==> src/hdl/irtx_pkg.sv <==
`default_nettype none
// ---------------------------------------------------------------------------
// irtx_pkg
// shared types and constants of the ir pulse frame transmitter
// ---------------------------------------------------------------------------
package irtx_pkg;

  localparam int TICK_W     = 16;
  localparam int BYTE_W     = 8;
  localparam int WORD_W     = 32;
  localparam int CFG_IDX_W  = 3;
  localparam int PHASE_W    = 3;

  // configuration register indexes
  localparam logic [CFG_IDX_W-1:0] REG_LEADER_MARK  = 3'd0;
  localparam logic [CFG_IDX_W-1:0] REG_LEADER_SPACE = 3'd1;
  localparam logic [CFG_IDX_W-1:0] REG_BIT_MARK     = 3'd2;
  localparam logic [CFG_IDX_W-1:0] REG_ONE_SPACE    = 3'd3;
  localparam logic [CFG_IDX_W-1:0] REG_ZERO_SPACE   = 3'd4;

  // register reset values, half-microsecond ticks
  localparam logic [TICK_W-1:0] RST_LEADER_MARK  = 16'd18000;
  localparam logic [TICK_W-1:0] RST_LEADER_SPACE = 16'd9000;
  localparam logic [TICK_W-1:0] RST_BIT_MARK     = 16'd1125;
  localparam logic [TICK_W-1:0] RST_ONE_SPACE    = 16'd3375;
  localparam logic [TICK_W-1:0] RST_ZERO_SPACE   = 16'd1125;

  // envelope phases
  localparam logic [PHASE_W-1:0] PH_IDLE        = 3'd0;
  localparam logic [PHASE_W-1:0] PH_LEAD_MARK   = 3'd1;
  localparam logic [PHASE_W-1:0] PH_LEAD_SPACE  = 3'd2;
  localparam logic [PHASE_W-1:0] PH_BIT_MARK    = 3'd3;
  localparam logic [PHASE_W-1:0] PH_BIT_SPACE   = 3'd4;
  localparam logic [PHASE_W-1:0] PH_CLOSE_MARK  = 3'd5;

  // operation codes
  localparam logic OP_TICK  = 1'b0;
  localparam logic OP_START = 1'b1;

  typedef struct packed {
    logic [TICK_W-1:0] leader_mark;
    logic [TICK_W-1:0] leader_space;
    logic [TICK_W-1:0] bit_mark;
    logic [TICK_W-1:0] one_space;
    logic [TICK_W-1:0] zero_space;
  } irtx_timing_t;

endpackage
`default_nettype wire

==> src/hdl/irtx_regs.sv <==
`default_nettype none
// ---------------------------------------------------------------------------
// irtx_regs
// timing register file, written through the configuration channel
// ---------------------------------------------------------------------------
module irtx_regs (
  input  wire                                  clk,
  input  wire                                  rst,
  input  wire                                  cfg_valid,
  output logic                                 cfg_ready,
  input  wire  [irtx_pkg::CFG_IDX_W-1:0]       cfg_index,
  input  wire  [irtx_pkg::TICK_W-1:0]          cfg_data,
  output irtx_pkg::irtx_timing_t               timing
);
  import irtx_pkg::*;

  irtx_timing_t regs;

  assign cfg_ready = 1'b1;
  assign timing    = regs;

  always_ff @(posedge clk) begin
    if (rst) begin
      regs.leader_mark  <= RST_LEADER_MARK;
      regs.leader_space <= RST_LEADER_SPACE;
      regs.bit_mark     <= RST_BIT_MARK;
      regs.one_space    <= RST_ONE_SPACE;
      regs.zero_space   <= RST_ZERO_SPACE;
    end else if (cfg_valid && cfg_ready) begin
      unique case (cfg_index)
        REG_LEADER_MARK:  regs.leader_mark  <= cfg_data;
        REG_LEADER_SPACE: regs.leader_space <= cfg_data;
        REG_BIT_MARK:     regs.bit_mark     <= cfg_data;
        REG_ONE_SPACE:    regs.one_space    <= cfg_data;
        REG_ZERO_SPACE:   regs.zero_space   <= cfg_data;
        default: ;  // writes beyond the list are dropped
      endcase
    end
  end

endmodule
`default_nettype wire

==> src/hdl/ir_pulse_frame_transmitter.sv <==
`default_nettype none
// ---------------------------------------------------------------------------
// ir_pulse_frame_transmitter
// pulse-distance ir frame envelope generator with nec-style timing
// ---------------------------------------------------------------------------
// A start item (operation = 1) loads the word x<<24 | y<<16 | heading<<8 |
// checksum, where checksum = x ^ y ^ heading, and arms a frame. Each tick
// item (operation = 0) then advances the envelope by one timebase tick:
// leader mark, leader space, FRAME_BITS bits sent lsb first (a bit mark,
// then a long space for a one or a short space for a zero), and a closing
// mark. Every item gives exactly one result: carrier_on tells whether that
// tick lies in a mark, busy_res whether a frame was running or the item
// was a start, frame_done flags the tick that ends the closing mark, and
// start_ignored flags a start that arrived while a frame was running. A phase
// length of N ticks gives N ticks; a length of zero gives one. Register
// writes take effect at the next phase load. The block takes one item per
// clock unless item_stall is raised, and shows its result in the cycle
// after acceptance; the envelope state (phase, tick counter, bit counter,
// shift register) is updated on acceptance by a 16-bit decrement and a
// phase select. A result register holds the last result while the output
// side stalls; item_stall is raised only while that register is full and
// stalled, so a fresh item is taken in the same cycle the held result leaves.
// ---------------------------------------------------------------------------
module ir_pulse_frame_transmitter #(
  parameter int FRAME_BITS = 32
) (
  input  wire                                clk,
  input  wire                                rst,
  // item channel
  input  wire                                item_valid,
  output logic                               item_stall,
  input  wire                                operation,
  input  wire  [irtx_pkg::BYTE_W-1:0]        x_byte,
  input  wire  [irtx_pkg::BYTE_W-1:0]        y_byte,
  input  wire  [irtx_pkg::BYTE_W-1:0]        heading_byte,
  // result channel
  output logic                               result_valid,
  input  wire                                result_stall,
  output logic                               carrier_on,
  output logic                               busy_res,
  output logic                               frame_done,
  output logic                               start_ignored,
  // configuration channel
  input  wire                                cfg_valid,
  output logic                               cfg_ready,
  input  wire  [irtx_pkg::CFG_IDX_W-1:0]     cfg_index,
  input  wire  [irtx_pkg::TICK_W-1:0]        cfg_data
);
  import irtx_pkg::*;

  // bit counter wide enough to hold the frame length
  localparam int CNT_W = $clog2(FRAME_BITS + 1);
  localparam logic [CNT_W-1:0] LAST_BIT = CNT_W'(FRAME_BITS - 1);

  irtx_timing_t timing;

  irtx_regs u_regs (
    .clk       (clk),
    .rst       (rst),
    .cfg_valid (cfg_valid),
    .cfg_ready (cfg_ready),
    .cfg_index (cfg_index),
    .cfg_data  (cfg_data),
    .timing    (timing)
  );

  // envelope state
  logic [PHASE_W-1:0] phase, phase_next;
  logic [CNT_W-1:0]   bits_sent, bits_sent_next;
  logic [TICK_W-1:0]  ticks_left, ticks_left_next;
  logic [WORD_W-1:0]  frame_shift, frame_shift_next;

  // result of the item at the input
  logic carrier_next, busy_next, done_next, ignored_next;

  logic accept;
  logic [BYTE_W-1:0] checksum;

  // the result register frees up when it is empty or being taken
  assign item_stall = result_valid && result_stall;
  assign accept     = item_valid && !item_stall;
  assign checksum   = x_byte ^ y_byte ^ heading_byte;

  always_comb begin
    phase_next       = phase;
    bits_sent_next   = bits_sent;
    ticks_left_next  = ticks_left;
    frame_shift_next = frame_shift;
    carrier_next     = 1'b0;
    busy_next        = 1'b0;
    done_next        = 1'b0;
    ignored_next     = 1'b0;

    if (operation == OP_START) begin
      busy_next = 1'b1;
      if (phase != PH_IDLE) begin
        // frame already running, leave it alone
        ignored_next = 1'b1;
      end else begin
        frame_shift_next = {x_byte, y_byte, heading_byte, checksum};
        bits_sent_next   = '0;
        phase_next       = PH_LEAD_MARK;
        ticks_left_next  = timing.leader_mark;
      end
    end else if (phase != PH_IDLE) begin
      busy_next    = 1'b1;
      carrier_next = (phase == PH_LEAD_MARK) || (phase == PH_BIT_MARK) ||
                     (phase == PH_CLOSE_MARK);
      if (ticks_left > 16'd1) begin
        ticks_left_next = ticks_left - 16'd1;
      end else begin
        // last tick of the phase: load the next one
        unique case (phase)
          PH_LEAD_MARK: begin
            phase_next      = PH_LEAD_SPACE;
            ticks_left_next = timing.leader_space;
          end
          PH_LEAD_SPACE: begin
            phase_next      = PH_BIT_MARK;
            ticks_left_next = timing.bit_mark;
          end
          PH_BIT_MARK: begin
            phase_next      = PH_BIT_SPACE;
            ticks_left_next = frame_shift[0] ? timing.one_space : timing.zero_space;
          end
          PH_BIT_SPACE: begin
            // bits past the loaded word shift in as zeros
            frame_shift_next = {1'b0, frame_shift[WORD_W-1:1]};
            bits_sent_next   = bits_sent + CNT_W'(1);
            phase_next       = (bits_sent == LAST_BIT) ? PH_CLOSE_MARK : PH_BIT_MARK;
            ticks_left_next  = timing.bit_mark;
          end
          default: begin
            // closing mark finished
            phase_next      = PH_IDLE;
            ticks_left_next = '0;
            done_next       = 1'b1;
          end
        endcase
      end
    end
  end

  always_ff @(posedge clk) begin
    if (rst) begin
      phase       <= PH_IDLE;
      bits_sent   <= '0;
      ticks_left  <= '0;
      frame_shift <= '0;
    end else if (accept) begin
      phase       <= phase_next;
      bits_sent   <= bits_sent_next;
      ticks_left  <= ticks_left_next;
      frame_shift <= frame_shift_next;
    end
  end

  // result register
  always_ff @(posedge clk) begin
    if (rst) begin
      result_valid <= 1'b0;
    end else if (accept) begin
      result_valid <= 1'b1;
    end else if (!result_stall) begin
      result_valid <= 1'b0;
    end
  end

  always_ff @(posedge clk) begin
    if (accept) begin
      carrier_on    <= carrier_next;
      busy_res      <= busy_next;
      frame_done    <= done_next;
      start_ignored <= ignored_next;
    end
  end

  // every accepted item leaves a result behind
  a_result_follows: assert property (@(posedge clk) disable iff (rst)
    accept |=> result_valid)
    else $error("accepted item produced no result");

  // carrier or frame end only while a frame runs
  a_carrier_busy: assert property (@(posedge clk) disable iff (rst)
    result_valid && (carrier_on || frame_done) |-> busy_res)
    else $error("carrier or frame end reported while not busy");

  // an ignored start never drives the envelope
  a_ignored_quiet: assert property (@(posedge clk) disable iff (rst)
    result_valid && start_ignored |-> busy_res && !carrier_on && !frame_done)
    else $error("ignored start reported envelope activity");

  // idle phase keeps a cleared tick counter
  a_idle_cleared: assert property (@(posedge clk) disable iff (rst)
    phase == PH_IDLE |-> ticks_left == '0)
    else $error("tick counter left nonzero while idle");

  // a finished frame returns to idle
  a_done_idle: assert property (@(posedge clk) disable iff (rst)
    accept && done_next |=> phase == PH_IDLE)
    else $error("frame end did not return to idle");

endmodule
`default_nettype wire
==> config.mk <==
export PLATFORM = sky130hd
export DESIGN_NAME = ir_pulse_frame_transmitter
export DESIGN_NICKNAME = d
export VERILOG_FILES = /design/src/hdl/irtx_pkg.sv /design/src/hdl/irtx_regs.sv /design/src/hdl/ir_pulse_frame_transmitter.sv
export SDC_FILE = /design/constraint.sdc
export NUM_CORES = 1
export LEC_CHECK = 0
export ABC_AREA = 1
export BUFFER_PORTS_ARGS = -buffer_cell sky130_fd_sc_hd__buf_2
export CAP_MARGIN = 25
export CORE_MARGIN = 3
export CORE_UTILIZATION = 55
export DETAILED_ROUTE_END_ITERATION = 10
export PLACE_DENSITY = 0.8
export SLEW_MARGIN = 30
export SYNTH_ARGS = -nofsm -noshare
export SYNTH_HDL_FRONTEND = slang
export SYNTH_SLANG_ARGS = --single-unit
==> constraint.sdc <==
create_clock -name clk -period 2.71 [get_ports clk]
set_input_delay 0.4065 -clock clk [delete_from_list [all_inputs] [get_ports clk]]
set_output_delay 0.4065 -clock clk [all_outputs]
set_load 0.02 [all_outputs]
==> results_dict.tcl <==
set metrics [dict create \
    fillers 1151 \
    grt_pass1_wl_mm 31.4 \
    hold_viol 0 \
    remaining_drc_errors 0 \
    ys_types 41 \
    hp-class "in -> reg" \
    cts_buffer_depth 2 \
    powerDensity_nw_per_um2 785 \
    layout-drive-gt1-share 0.147 \
    cp-end-kind "flop" \
    critPathKind "reg -> reg" \
    syn_nets 1110 \
    synth_ff_type "dfxtp_1" \
    grt_overflow_total 0 \
    io_pins 56 \
    setup_violations 0 \
    rsz0062_at_grt "false" \
    max_cap_viol_count 0 \
    status "finished clean" \
    antennaDiodeCount 0 \
    synth_top_area_share 0.384 \
    fin_skew_ns 0.00824 \
    first_pass_iters 7 \
    synth_warnings 0 \
    drt_iter0_drc 795 \
    route.vias.total 6933 \
    ir_worst_vdd_uv 516 \
    synth_simple_gate_area_frac 0.343 \
    ys_ff_latch 142 \
    crit_path_start_kind "flop" \
    core.rowCount 41 \
    core_region_area_um2 12700 \
    worstPathMaxFanout 27 \
    synth_edf_count 4 \
    p_leak_nw 3.50 \
    synth_compound_area_frac 0.147 \
    finalPower_mw 6.39 \
    antenna_found_initial 0 \
    wl_mm 18.8 \
    synth_xor_area_frac 0.0171 \
    synth_top_family_by_area "simple AND/OR/NAND/NOR gates" \
    cts_tree "done" \
    dp_worst_setup_slack_ns 0.423 \
    grt_pass1_vias 6312 \
    die_area_um2 14500 \
    dieHeight_um 120 \
    crit_required_ns 3.07 \
    synthAdderAreaFrac 0.00870 \
    die-width_um 120 \
    slew_viol_final 0 \
    yosysMostFrequentCell "nand2_1" \
    holdBufCountCts 0 \
    synthMuxAreaShare 0 \
    postCtsSetupBuffers 0 \
    cts_buffers 17 \
    wl_per_cell_um 14.8 \
    htree_levels 4 \
    cts-root-buf "clkbuf_16" \
    fmax_mhz 447 \
    cp_data_arrival_time_ns 2.60 \
    synthCells 1056 \
    synth_common_cells "nand2_1 (305), dfxtp_1 (138), nor2_1 (134), o21ai_0 (87), a21oi_1 (81)" \
    period_share 0.826 \
    dp_hpwl_mm 12.3 \
    grtUsageTotal 0.269 \
    via_per_inst 5.45 \
    timing.slew.headroom 0.396 \
    finalCriticalPeriod_ns 2.24 \
    ant_nets 0 \
    synth-seq-area-share 0.401 \
    grt_start_max_net_pins 61 \
    cts.repair.resized 0 \
    multi_input_area_um2 3720 \
    port_buffers 54 \
    synth_top_area_cell "dfxtp_1" \
    setup_tns_ns 0 \
    async_flop_share 0 \
    worst_slack_ns 0.471 \
    synth_area_um2 7190 \
    clock_latency_ns 0.43 \
    synthTopCellsByArea "dfxtp_1 (38%), nand2_1 (16%), nor2_1 (7.0%), o21ai_0 (6.1%), a21oi_1 (5.6%)" \
    ff_latch_area_um2 2880 \
    area_delta_synth_final_pct 13.3 \
    worst_slew_pin_slew_ns 0.905 \
    nets 1142 \
    start_util 0.565 \
    place_congestion 0.923 \
    clock_sinks 142 \
    syn_area_per_cell_um2 6.81 \
    clkTransAtPathRegs_ns 0.06 \
]
critical path: stages, from the launching register on:
cell and delay, ns:
dfxtp_1 0.36, inv_1 0.12, ha_1 0.23, o21ai_1 0.10, nor2_2 0.11, nand2_2 0.06, nand2_2 0.11, nand3_2 0.41
buf_4 0.36, or2_0 0.20, a21oi_1 0.11
path summary, 6_finish.rpt:
kind | startpoint | slack (ns) | depth (start not counted) | to
setup reg to reg | ticks_left[0]$_SDFFE_PP0P_ | 0.47 | 10 | bits_sent[0]$_SDFFE_PP0P_
hold reg to reg | u_regs.timing[31]$_SDFFE_PP0P_ | 0.45 | 2 | u_regs.timing[31]$_SDFFE_PP0P_
setup / recovery | ticks_left[0]$_SDFFE_PP0P_ | 0.47 | 10 | bits_sent[0]$_SDFFE_PP0P_
hold / removal | cfg_data[2] | 0.25 | 3 | u_regs.timing[2]$_SDFFE_PP1P_
final cells by class:
class,count,share of cell area
clock buffers,23,0.0613
inverters,69,0.0318
clock inverters,9,0.0160
well taps,172,0.0264
repair buffers,75,0.0541
flip-flops and latches,142,0.354
multi-input cells,783,0.456
per-layer routing:
| metal | GRT usage | wire [um] | vias to the layer above |
|---|---|---|---|
| li1 | - | - | 3467 |
| met1 | 0.365 | 8470 | 3196 |
| met2 | 0.426 | 8730 | 227 |
| met3 | 0.0557 | 1220 | 43 |
| met4 | 0.0970 | 419 | 0 |
| met5 | 0 | 0 | - |
power by group:
part,switching [mW],leakage [nW],internal (mW)
registers,0.111,1.16,2.24
clock network,0.888,0.297,1.57
logic,1.06,2.04,0.517
total,2.06,3.50,4.33
cell usage in the layout, fill, tap and decap left out, types with 2 or more instances in the layout:
master and n:
a211oi_1 7, a21oi_1 81, a21oi_2 8, buf_2 54, buf_4 20, bufinv_16 3
clkbuf_1 2, clkbuf_16 18, clkbuf_8 3, clkinv_2 2, clkinvlp_4 4, dfxtp_1 138
edfxtp_1 4, ha_1 5, inv_1 65, inv_2 4, nand2_1 305, nand2_2 4
nand3_1 72, nand3_2 28, nand4_1 2, nor2_1 134, nor2_2 7, nor3_1 4
nor3_2 2, nor4_1 2, o211ai_1 6, o21ai_0 87, o21ai_1 3, or2_0 2
xnor2_1 9, xor2_1 5
cells by family after synthesis:
logic type,Yosys count
AND/OR/NAND/NOR,566
buffers and inverters,131
adder cells (fa/ha/maj),5
flip-flops,142
other,1
XOR/XNOR,14
AO/OA/AOI/OAI,197
stage by stage:
| stage | hold WS (ns) | cell area (um2) | cells | utilization |
|---|---|---|---|---|
| floorplan | 0.424 | 7190 | 1056 | - |
| global placement | 0.434 | 7510 | 1241 | 0.591 |
| detailed placement | 0.441 | 7510 | 1241 | 0.591 |
| CTS | 0.231 | 8140 | 1273 | 0.640 |
| global route | 0.262 | 8140 | 1273 | 0.640 |
| finish | 0.246 | 8140 | 1273 | 0.640 |
registers in the layout, summed over array words and instances, names as in the netlist:
| name | cells |
|---|---|
| busy_res | 1 |
| frame_done | 1 |
| frame_shift | 32 |
| ticks_left | 16 |
| u_regs.timing | 80 |
| phase | 3 |
| bits_sent | 6 |
| result_valid | 1 |
| start_ignored | 1 |
| carrier_on | 1 |
Power figures use the tool's default switching activity.
